**src/rtl/core/srsm_pkg.sv**
```systemverilog
// Shared constants and controller/datapath interface types for the scatter merge unit.
package srsm_pkg;

	localparam int unsigned DEF_MAX_ROWS    = 1024;
	localparam int unsigned DEF_MAX_ENTRIES = 4096;

	localparam int unsigned ROW_W = 10;
	localparam int unsigned POS_W = 12;
	localparam int unsigned COL_W = 31;
	localparam int unsigned PAY_W = 64;
	localparam int unsigned RR_W  = 11;
	localparam int unsigned CFG_IDX_W  = 2;
	localparam int unsigned CFG_DATA_W = 11;

	localparam logic [CFG_IDX_W-1:0] REG_RESULT_ROWS  = 2'd0;
	localparam logic [CFG_IDX_W-1:0] REG_CARRY_VALUES = 2'd1;

	localparam logic OP_LOAD = 1'b0;
	localparam logic OP_PULL = 1'b1;

	typedef struct packed {
		logic clr_wr;
		logic ld_store;
		logic ld_cnt_wr;
		logic drop_set;
		logic idx_rst;
		logic sum_rd;
		logic sum_wr;
		logic sc_rd;
		logic sc_fill_rd;
		logic sc_wr;
		logic sort_fin;
		logic em_ord_rd;
		logic em_ent_rd;
		logic em_out;
		logic done_out;
		logic batch_clr;
	} cmd_t;

	typedef struct packed {
		logic row_last;
		logic sc_end;
		logic em_have;
		logic load_ok;
		logic sorting;
		logic out_busy;
	} status_t;

endpackage

```
**src/rtl/core/srsm_ctrl.sv**
```systemverilog
// Sequencing state machine for loads, the sort passes and the emit steps.
module srsm_ctrl (
	input  logic             clk,
	input  logic             arst_n,
	input  logic             in_valid,
	output logic             in_stall,
	input  logic             operation,
	input  srsm_pkg::status_t sts,
	output srsm_pkg::cmd_t   cmd
);
	import srsm_pkg::*;

	localparam logic [3:0] ST_CLR     = 4'd0;
	localparam logic [3:0] ST_IDLE    = 4'd1;
	localparam logic [3:0] ST_LD      = 4'd2;
	localparam logic [3:0] ST_SUM_RD  = 4'd3;
	localparam logic [3:0] ST_SUM_WR  = 4'd4;
	localparam logic [3:0] ST_SC_RD   = 4'd5;
	localparam logic [3:0] ST_SC_FILL = 4'd6;
	localparam logic [3:0] ST_SC_WR   = 4'd7;
	localparam logic [3:0] ST_EM_ORD  = 4'd8;
	localparam logic [3:0] ST_EM_ENT  = 4'd9;

	logic [3:0] state_q, state_d;
	logic       accept;

	assign in_stall = (state_q != ST_IDLE) || sts.out_busy;
	assign accept   = in_valid && !in_stall;

	always_comb begin
		cmd     = '0;
		state_d = state_q;
		unique case (state_q)
			ST_CLR: begin
				cmd.clr_wr = 1'b1;
				if (sts.row_last) state_d = ST_IDLE;
			end
			ST_IDLE: begin
				if (accept && operation == OP_LOAD) begin
					if (sts.load_ok) begin
						cmd.ld_store = 1'b1;
						state_d      = ST_LD;
					end else begin
						cmd.drop_set = 1'b1;
					end
				end else if (accept && operation == OP_PULL) begin
					if (!sts.sorting) begin
						cmd.idx_rst = 1'b1;
						state_d     = ST_SUM_RD;
					end else if (sts.em_have) begin
						cmd.em_ord_rd = 1'b1;
						state_d       = ST_EM_ORD;
					end else begin
						cmd.done_out  = 1'b1;
						cmd.batch_clr = 1'b1;
					end
				end
			end
			ST_LD: begin
				cmd.ld_cnt_wr = 1'b1;
				state_d       = ST_IDLE;
			end
			ST_SUM_RD: begin
				cmd.sum_rd = 1'b1;
				state_d    = ST_SUM_WR;
			end
			ST_SUM_WR: begin
				cmd.sum_wr = 1'b1;
				if (sts.row_last) begin
					cmd.idx_rst = 1'b1;
					state_d     = ST_SC_RD;
				end else begin
					state_d = ST_SUM_RD;
				end
			end
			ST_SC_RD: begin
				if (sts.sc_end) begin
					cmd.sort_fin = 1'b1;
					if (sts.em_have) begin
						cmd.em_ord_rd = 1'b1;
						state_d       = ST_EM_ORD;
					end else begin
						cmd.done_out  = 1'b1;
						cmd.batch_clr = 1'b1;
						state_d       = ST_IDLE;
					end
				end else begin
					cmd.sc_rd = 1'b1;
					state_d   = ST_SC_FILL;
				end
			end
			ST_SC_FILL: begin
				cmd.sc_fill_rd = 1'b1;
				state_d        = ST_SC_WR;
			end
			ST_SC_WR: begin
				cmd.sc_wr = 1'b1;
				state_d   = ST_SC_RD;
			end
			ST_EM_ORD: begin
				cmd.em_ent_rd = 1'b1;
				state_d       = ST_EM_ENT;
			end
			ST_EM_ENT: begin
				cmd.em_out = 1'b1;
				state_d    = ST_IDLE;
			end
			default: state_d = ST_CLR;
		endcase
	end

	always_ff @(posedge clk or negedge arst_n) begin
		if (!arst_n) state_q <= ST_CLR;
		else state_q <= state_d;
	end

	assert property (@(posedge clk) disable iff (!arst_n)
		accept |-> state_q == ST_IDLE && !sts.out_busy)
		else $error("word accepted outside idle");
	assert property (@(posedge clk) disable iff (!arst_n)
		state_q == ST_EM_ENT |=> state_q == ST_IDLE && sts.out_busy)
		else $error("emit step did not present a result");
	assert property (@(posedge clk) disable iff (!arst_n)
		state_q == ST_LD |-> $past(state_q) == ST_IDLE)
		else $error("count update without a load");

endmodule

```
**config.mk**
```make
export PLATFORM = sky130hd
export DESIGN_NAME = srsm_ctrl
export DESIGN_NICKNAME = d
export VERILOG_FILES = /design/src/rtl/core/srsm_pkg.sv /design/src/rtl/core/srsm_ctrl.sv
export SDC_FILE = /design/constraint.sdc
export NUM_CORES = 1
export LEC_CHECK = 0
export BUFFER_PORTS_ARGS = -buffer_cell sky130_fd_sc_hd__buf_2
export CORE_AREA = 2 2 47 49
export CTS_CLUSTER_DIAMETER = 120
export DETAILED_ROUTE_END_ITERATION = 16
export DIE_AREA = 0 0 49 51
export PLACE_DENSITY = 0.49
export SYNTH_ARGS = -nofsm -noshare
export SYNTH_HDL_FRONTEND = slang
export SYNTH_SLANG_ARGS = --single-unit
```
**constraint.sdc**
```tcl
create_clock -name clk -period 3.21 [get_ports clk]
set_input_delay 0.642 -clock clk [delete_from_list [all_inputs] [get_ports clk]]
set_output_delay 0.642 -clock clk [all_outputs]
set_load 0.03 [all_outputs]
```
==> impl_metrics.py, run 1 <==
metrics = {
    "status": {
        "status": "finished clean",
    },
    "global_route": {
        "overflow": 0,
        "grt_max_degree": 14,
        "grt_pass1_vias": 523,
        "antenna_found_initial": 0,
        "grt_pass1_wl_um": 2200,
        "grt_use_total_pct": 11.3,
    },
    "critical_path": {
        "slowest_stage": "dfrtp_1",
        "crit_buf_inv": 1,
        "crit_chain": "nand2b_1 -> nor3_1 -> a31oi_1 -> nor2_1 -> buf_2",
        "worst-path-max-fanout": 13,
        "critPathArrivalTime_ns": 1.87,
        "rrSetupSlack_ns": 1.61,
        "startpoint_type": "flip-flop",
        "crit_type": "reg2out",
        "crit_family": "simple AND/OR/NAND/NOR gates",
        "slowest_delay_ns": 0.58,
        "worst_setup_path_end_kind": "output port",
        "cp.required_ns": 2.57,
    },
    "floorplanning": {
        "fp.dieH_um": 51,
        "core_um2": 2060,
        "start_util_pct": 22.8,
        "placement_rows": 17,
        "die_w_um": 49,
        "io_pins": 27,
        "fp.dieArea_um2": 2500,
    },
    "drt": {
        "vias": 545,
        "drc": 0,
        "drt.antenna.violating_nets": 0,
        "drt_iter0_markers": 9,
        "via_per_inst": 4.54,
        "firstDrtPassIters": 4,
        "routed_wl_um": 1290,
        "routedWlPerCell_um": 10.7,
    },
    "power": {
        "power_density_nw_per_um2": 779,
        "p_clk_share_pct": 12.5,
        "swShare_pct": 53.5,
        "p_leak_nw": 0.317,
        "power_frac_seq_pct": 26.0,
        "p_sw_mw": 0.261,
        "combPwrFrac_pct": 61.5,
        "irDropWorstVdd_mv": 0.224,
        "total_power_mw": 0.488,
        "power.internal_mw": 0.227,
    },
    "synth": {
        "syn_inst": 68,
        "yosys.area_share.simple_pct": 47.9,
        "synth_top_cell_area_share_pct": 21.3,
        "synth_seq_cells": 4,
        "synth_top_area_cell": "dfrtp_1",
        "syn_area_um2": 470,
        "synth_seq_area_share_pct": 21.3,
        "synth_area_leaders": "dfrtp_1 21%, nor2_1 8.0%, nor3_1 6.4%",
        "synth_cell_types": 28,
        "synth_xor_area_share_pct": 0,
        "synth_compound_area_share_pct": 21.0,
        "synthMuxAreaShare_pct": 0,
        "synthAdderAreaFrac_pct": 0,
        "ys.warnings.count": 0,
        "syn_nets": 78,
        "syn_area_per_cell_um2": 6.92,
        "synth_top_family_by_area": "simple AND/OR/NAND/NOR gates",
    },
    "placed_design": {
        "dp_cells": 117,
        "portBuffers": 26,
        "routabilityCongestion": 0.710,
        "dpl_cell_area_um2": 604,
        "dpl.hpwl_um": 990,
    },
    "clocking": {
        "clock_latency_ns": 0.23,
        "cts-buffers-inserted": 3,
        "postCtsSetupRepairBufs": 0,
        "path_clk_slew_ns": 0.04,
        "cts_resized": 0,
        "cts_root_buf": "clkbuf_4",
        "clock_path_buffers": 2,
        "cts.sinks": 4,
        "cts_hold_buf": 0,
        "cts_tree": "yes",
        "cts-htree-levels": 1,
    },
    "sta": {
        "setup_viol": 0,
        "skew_ns": 0.000249,
        "rsz0062_at_grt": "no",
        "tns_ns": 0,
        "slew_headroom_pct": 66.9,
        "fmax_ghz": 0.399,
        "hold_viol_final": 0,
        "max_slew.worst_pin.slew_ns": 0.496,
        "fin_crit_ns": 2.51,
        "final_max_slew_viol_count": 0,
        "period_share_pct": 78.1,
    },
    "cells_and_area": {
        "fill_cells": 255,
        "area_growth_pct": 33.2,
        "largest_reg_flops": 4,
        "mostFrequentLayoutCell": "buf_2",
        "fin_util_pct": 30.4,
        "fin_nets": 104,
        "diodes": 0,
        "design_area_um2": 627,
        "drive_gt1_share_pct": 33.7,
        "fin_cells": 120,
        "largest_register": "state_q",
        "layout_common_cells": "26 x buf_2, 10 x nor2_1, 6 x nor3_1, 6 x nand2_1, 6 x o21ai_0",
        "top_regs": "state_q (4)",
    },
    "hold_path": {
        "hp-class": "in2async",
    },
    "flow_run": {
        "cap_violations": 0,
    },
}
[synth_stat cells]
master / count
nand3b_1: 1
o21ai_0: 6
o22ai_1: 1
buf_4: 1
nor2_1: 10
o31ai_1: 2
buf_6: 1
dfrtp_1: 4
nand2b_1: 4
nand2_1: 6
nor4_1: 1
inv_1: 4
or2b_1: 2
nand2b_2: 1
nor3b_1: 2
nor4b_4: 1
nor3_1: 6
a21oi_1: 2
clkbuf_1: 2
o21ai_1: 1
o2111a_1: 1
nor2b_1: 3
a21o_1: 1
buf_2: 1
and3_1: 1
o211ai_1: 1
and4_1: 1
a31oi_1: 1
[per-layer routing]
| metal | vias up | part of all wire (%) | track usage (%) |
|---|---|---|---|
| met4 | 0 | 0 | 5.71 |
| met3 | 0 | 6.1 | 0.877 |
| met1 | 236 | 49 | 15.3 |
| met5 | - | 0 | 0 |
| li1 | 283 | - | - |
| met2 | 26 | 45 | 18.0 |
[power groups by stage]
stage | clock (mW) | sequential (mW) | combinational, mW
floorplan | 0 | 0.0831 | 0.280
global placement | 0 | 0.128 | 0.303
detailed placement | 0 | 0.127 | 0.302
CTS | 0.0642 | 0.126 | 0.304
global route | 0.0679 | 0.134 | 0.331
finish | 0.0610 | 0.127 | 0.301
[final timing paths]
path                                  from          to  depth (start not counted)
worst min register to register  state_q[3]  state_q[2]                          1
worst min-delay path                arst_n  state_q[2]                          1
worst max-delay path            state_q[2]      cmd[1]                          5
min in group clk                state_q[3]  state_q[2]                          1
worst max register to register  state_q[1]  state_q[0]                          4
max in group asynchronous           arst_n  state_q[1]                          1
[worst reg2reg max path: stages (launching register included)]
cell,delay (ns)
dfrtp_1,0.51
nor4b_4,0.53
nand2b_2,0.11
o2111a_1,0.25
o21ai_1,0.13
[layout make-up]
class,instances,area (um^2),share of cell area [%]
well taps,28,35.0,5.59
clock buffers,3,22.5,3.59
inverters,4,15.0,2.40
repair buffers,26,130,20.8
flip-flops and latches,4,100,16.0
multi-input cells,55,324,51.7
[cell families (layout without fill, tap and decap cells)]
group           count (synthesis)  after routing
compound gates                 16             16
buf+inv                         9             33
flops                           4              4
simple gates                   39             39
[per-stage QoR]
step | hold slack, ns | setup WS (ns)
final | 0.204 | 0.703
after global routing | 0.197 | 0.499
after CTS | 0.198 | 0.678
after detailed placement | 0.448 | 0.919
after global placement | 0.448 | 0.892
after floorplan | 0.346 | 0.239
(Power assumes the default switching activity.)
==> run 2, diff against run 1 <==
- ABC_AREA: unset -> 1
- CORE_AREA: 2 2 47 49 -> 2 2 48 50
- DIE_AREA: 0 0 49 51 -> 0 0 50 52
- PLACE_DENSITY: 0.49 -> 0.5
- clock period: 3.21 -> 2.17 ns (I/O delays scaled with it)
==> impl_metrics.py, run 2 <==
metrics = {
    "synth": {
        "synth_edf_count": 0,
        "synth_seq_cells": 4,
        "syn_nets": 98,
        "synth_area_leaders": "dfrtp_1 20%, nor2_1 15%, inv_1 13%",
        "synth_commonest_cells": "19 x nor2_1, 17 x inv_1, 16 x nand2_1",
        "synth_top_area_cell": "dfrtp_1",
        "syn_area_per_cell_um2": 5.56,
        "synth_most_common_cell": "nor2_1",
        "syn_inst": 88,
        "synth_cell_types": 22,
        "async_reset_ff_share_pct": 100,
        "synthFlopType": "dfrtp_1",
        "ys.warnings.count": 0,
        "syn_area_um2": 489,
        "synth_seq_area_share_pct": 20.5,
        "synth_top_cell_area_share_pct": 20.5,
    },
    "hold_path": {
        "hp-class": "in2reg",
    },
    "sta": {
        "setup_viol": 0,
        "skew_ns": 0.00553,
        "tns_ns": 0,
        "max_slew.worst_pin.slew_ns": 0.278,
        "rsz0062_at_grt": "no",
        "final_max_slew_viol_count": 0,
        "slew_headroom_pct": 81.3,
        "hold_viol_final": 0,
        "fin_crit_ns": 2.06,
        "setup_ws_ns": 0.111,
        "fmax_ghz": 0.486,
        "period_share_pct": 94.9,
    },
    "cells_and_area": {
        "fin_cells": 145,
        "top_regs": "state_q (4)",
        "mostFrequentLayoutCell": "buf_2",
        "drive_gt1_share_pct": 38.5,
        "fin_util_pct": 33.6,
        "largest_register": "state_q",
        "layout_common_cells": "25 x buf_2, 17 x inv_1, 17 x nor2_1",
        "fill_cells": 241,
        "largest_reg_flops": 4,
        "area_growth_pct": 44.5,
        "diodes": 0,
        "fin_nets": 129,
    },
    "critical_path": {
        "slowest_stage": "dfrtp_1",
        "worst-path-max-fanout": 6,
        "crit_chain": "inv_2 -> nand2_2 -> nor2_4 -> inv_2 -> nor2_2 -> a31oi_2 -> nor2_1 -> buf_4",
        "startpoint_type": "flip-flop",
        "cp.required_ns": 1.74,
        "slowest_delay_ns": 0.41,
        "critPathArrivalTime_ns": 1.62,
        "crit_type": "reg2out",
        "cpMostUsedCell": "inv_2",
        "worst_setup_path_end_kind": "output port",
    },
    "floorplanning": {
        "die_w_um": 50,
        "fp.dieH_um": 52,
        "fp.dieArea_um2": 2600,
        "start_util_pct": 23.2,
        "core_um2": 2110,
        "io_pins": 27,
        "placement_rows": 17,
    },
    "drt": {
        "firstDrtPassIters": 4,
        "via_per_inst": 4.37,
        "routedWlPerCell_um": 10.1,
        "drt_iter0_markers": 16,
        "vias": 633,
        "routed_wl_um": 1460,
        "drt.antenna.violating_nets": 0,
        "drc": 0,
    },
    "clocking": {
        "postCtsSetupRepairBufs": 0,
        "cts_root_buf": "clkbuf_4",
        "clock_latency_ns": 0.24,
        "cts_tree": "yes",
        "cts-buffers-inserted": 3,
        "cts-htree-levels": 1,
        "clock_path_buffers": 2,
        "cts.sinks": 4,
        "path_clk_slew_ns": 0.04,
    },
    "placed_design": {
        "dpl_worst_slack_ns": 0.314,
        "routabilityCongestion": 0.754,
        "portBuffers": 26,
        "dp_cells": 141,
        "dpl.hpwl_um": 1230,
    },
    "power": {
        "total_power_mw": 0.938,
        "p_leak_nw": 0.425,
        "irDropWorstVdd_mv": 0.457,
        "power_density_nw_per_um2": 1330,
    },
    "global_route": {
        "grt_pass1_wl_um": 2370,
        "grt_pass1_vias": 561,
        "overflow": 0,
        "antenna_found_initial": 0,
        "grt_max_degree": 7,
        "grt_use_total_pct": 11.8,
    },
    "status": {
        "status": "finished clean",
    },
    "flow_run": {
        "cap_violations": 0,
    },
}
## run 2: changes by cell type after synthesis, moves of 3 or more
| cell | previous run | this run |
|---|---|---|
| nand2b_1 | 4 | 0 |
| nor2b_1 | 3 | 0 |
| inv_2 | 0 | 3 |
| o21ai_0 | 6 | 2 |
| nand2_1 | 6 | 16 |
| nor3_1 | 6 | 3 |
| inv_1 | 4 | 17 |
| nor2_1 | 10 | 19 |
| nand3_1 | 0 | 4 |
| nand2_2 | 0 | 3 |
## run 2: path summary, 6_finish.rpt
path,endpoint,startpoint,slack (ns),cells past startpoint
min,state_q[2],sts[5],0.50,3
min in group asynchronous,state_q[0],arst_n,0.53,2
min reg2reg,state_q[0],state_q[0],0.61,2
max in group asynchronous,state_q[3],arst_n,1.52,2
max,cmd[4],state_q[1],0.11,8
max reg2reg,state_q[1],state_q[0],0.77,8
## run 2: cells by family after synthesis
logic type / Yosys count / share of synthesized area [%]
AOI/OAI and AO/OA: 8 / 9.21
and+or+nand+nor: 54 / 52.7
buffers and inverters: 22 / 17.6
DFF: 4 / 20.5
## run 2: area by class of cell
class | instances | area [um^2] | share of cell area, %
multi-input combinational | 62 | 328 | 46.4
inverter | 21 | 78.8 | 11.2
clock buffer | 3 | 22.5 | 3.19
sequential | 4 | 100 | 14.2
tap | 28 | 35.0 | 4.96
timing repair buffer | 27 | 143 | 20.2
## run 2: critical path: cells and delay by family (launching register included)
family | cells | cell delay (ns)
flip-flops | 1 | 0.41
AO/OA/AOI/OAI | 1 | 0.12
AND/OR/NAND/NOR | 4 | 0.50
buffers and inverters | 3 | 0.35
## run 2: layer usage
layer,vias to the layer above,wire (um),track usage [%]
li1,329,-,-
met1,283,657,15.2
met2,19,724,20.0
met3,2,58,0.862
met4,0,21,5.56
met5,-,0,0
## run 2: stage by stage
stage	hold WS, ns	cell area, um^2
detailed placement	0.245	656
CTS	0.492	688
finish	0.499	707
floorplan	0.138	498
global placement	0.243	656
global route	0.535	707
## run 2: timing repair
item	4_1_cts	5_1_grt
endpoints found under the hold margin	4	0
gates resized for setup	0	6
hold buffers	1	0
endpoints found under the setup margin	0	3
## run 2: power by group
| group | total (mW) | internal, mW | switching [mW] |
|---|---|---|---|
| Clock | 0.0940 | 0.0620 | 0.0320 |
| Combinational | 0.697 | 0.210 | 0.487 |
| Sequential | 0.147 | 0.109 | 0.0377 |
| Total | 0.938 | 0.381 | 0.557 |
==> run 3, diff against run 2 <==
- CORE_AREA: 2 2 48 50 -> 2 2 44 46
- DIE_AREA: 0 0 50 52 -> 0 0 46 48
- PLACE_DENSITY: 0.5 -> 0.57
- SKIP_LAST_GASP: unset -> 1
==> impl_metrics.py, run 3 (synthesis results as in run 2) <==
metrics = {
    "floorplanning": {
        "fp.dieArea_um2": 2210,
        "die_w_um": 46,
        "fp.dieH_um": 48,
        "io_pins": 27,
        "placement_rows": 15,
        "start_util_pct": 29.0,
        "core_um2": 1690,
    },
    "clocking": {
        "cts.sinks": 4,
        "cts_tree": "yes",
        "cts-htree-levels": 1,
        "cts-buffers-inserted": 3,
        "clock_latency_ns": 0.25,
        "path_clk_slew_ns": 0.04,
        "clock_path_buffers": 2,
        "cts_root_buf": "clkbuf_4",
    },
    "critical_path": {
        "rr_endpoint": "state_q[0]",
        "slowest_stage": "dfrtp_1",
        "cp.required_ns": 1.74,
        "rrSetupSlack_ns": 0.79,
        "crit_buf_inv": 3,
        "startpoint_type": "flip-flop",
        "worst-path-max-fanout": 5,
        "crit_family": "simple AND/OR/NAND/NOR gates",
        "critPathArrivalTime_ns": 1.62,
        "slowest_delay_ns": 0.41,
        "worst_setup_path_end_kind": "output port",
        "crit_type": "reg2out",
        "r2r_cells": 9,
        "r2r_start": "state_q[0]",
        "crit_chain": "inv_2 -> nand2_2 -> nor2_4 -> inv_2 -> nor2_2 -> a31oi_2 -> nor2_2 -> clkbuf_4",
    },
    "drt": {
        "drt.antenna.violating_nets": 0,
        "vias": 613,
        "via_per_inst": 4.54,
        "drc": 0,
        "firstDrtPassIters": 4,
        "routed_wl_um": 1380,
        "routedWlPerCell_um": 10.2,
        "drt_iter0_markers": 3,
    },
    "cells_and_area": {
        "drive_gt1_share_pct": 38.1,
        "layout_common_cells": "24 x buf_2, 17 x inv_1, 17 x nor2_1",
        "diodes": 0,
        "largest_register": "state_q",
        "top_regs": "state_q (4)",
        "fin_nets": 130,
        "largest_reg_flops": 4,
        "fin_util_pct": 41.5,
        "fill_cells": 202,
        "multiInputGateArea_um2": 325,
        "seq_area_um2": 100,
        "area_growth_pct": 43.2,
        "mostFrequentLayoutCell": "buf_2",
    },
    "global_route": {
        "grt_use_total_pct": 13.1,
        "grt_pass1_vias": 498,
        "grt_pass1_wl_um": 2030,
        "antenna_found_initial": 0,
        "grt_max_degree": 7,
        "overflow": 0,
    },
    "status": {
        "status": "finished clean",
    },
    "sta": {
        "setup_ws_ns": 0.115,
        "period_share_pct": 94.7,
        "rsz0062_at_grt": "no",
        "setup_viol": 0,
        "max_slew.worst_pin.slew_ns": 0.277,
        "final_max_slew_viol_count": 0,
        "tns_ns": 0,
        "skew_ns": 0.00695,
        "hold_viol_final": 0,
        "fmax_ghz": 0.487,
        "fin_crit_ns": 2.05,
        "slew_headroom_pct": 81.4,
        "holdWs_ns": 0.490,
    },
    "placed_design": {
        "routabilityCongestion": 0.810,
        "dpl.hpwl_um": 1160,
        "dpl_worst_slack_ns": 0.314,
        "portBuffers": 26,
    },
    "power": {
        "total_power_mw": 0.940,
        "power_density_nw_per_um2": 1340,
        "irDropWorstVdd_mv": 0.560,
        "p_leak_nw": 0.429,
    },
    "hold_path": {
        "hp-class": "in2reg",
        "hold_depth": 3,
        "min-delay-start": "sts[5]",
        "worst_hold_path.endpoint": "state_q[2]",
    },
    "flow_run": {
        "cap_violations": 0,
    },
}
-- run 3: cell count changes in the layout (fill, tap and decap cells not counted), sizes merged --
cell | previous run | this run
clkbuf | 3 | 5
buf | 26 | 25
-- run 3: repair_timing --
action / 4_1_cts / 5_1_grt
endpoints found under the setup margin: 0 / 3
setup buffers: 0 / 1
hold buffers: 1 / 0
hold endpoints to repair: 4 / 0
gates resized for setup: 0 / 5
-- run 3: worst max path at each step --
stage / start / end / slack (ns) / depth (start not counted)
after floorplan: state_q[1] / cmd[1] / 0.11 / 6
after global placement: state_q[1] / cmd[0] / 0.38 / 8
after detailed placement: state_q[1] / cmd[0] / 0.31 / 8
after CTS: state_q[1] / cmd[0] / 0.04 / 8
after global routing: state_q[1] / cmd[0] / 0.003 / 8
final: state_q[1] / cmd[0] / 0.12 / 8
-- run 3: layout make-up --
type	instances	share of cell area, %
repair buffers	28	21.8
inverters	21	11.2
well taps	17	3.04
clock buffers	3	3.21
multi-input cells	62	46.4
flip-flops and latches	4	14.3
-- run 3: per-stage QoR --
stage | instances | area (um^2)
2_1_floorplan | 88 | 498
3_3_place_gp | 130 | 642
3_5_place_dp | 130 | 642
4_1_cts | 134 | 674
5_1_grt | 135 | 701
6_report | 135 | 701
-- run 3: metal layers --
| metal | GRT usage (%) | routed length (um) | vias to the layer above |
|---|---|---|---|
| met5 | 0 | 0 | - |
| met4 | 8.57 | 31 | 0 |
| met3 | 2.26 | 68 | 3 |
| met2 | 21.1 | 636 | 20 |
| met1 | 16.1 | 644 | 260 |
| li1 | - | - | 330 |
-- run 3: tightest hold or removal path: stages --
cell and delay (ns):
buf_2 0.10, nand2_1 0.08, nand3_1 0.09
-- run 3: where the power goes --
group	total [mW]	switching [mW]	internal (mW)
Combinational	0.692	0.478	0.214
Sequential	0.146	0.0372	0.109
Clock	0.102	0.0399	0.0625
Total	0.940	0.555	0.385
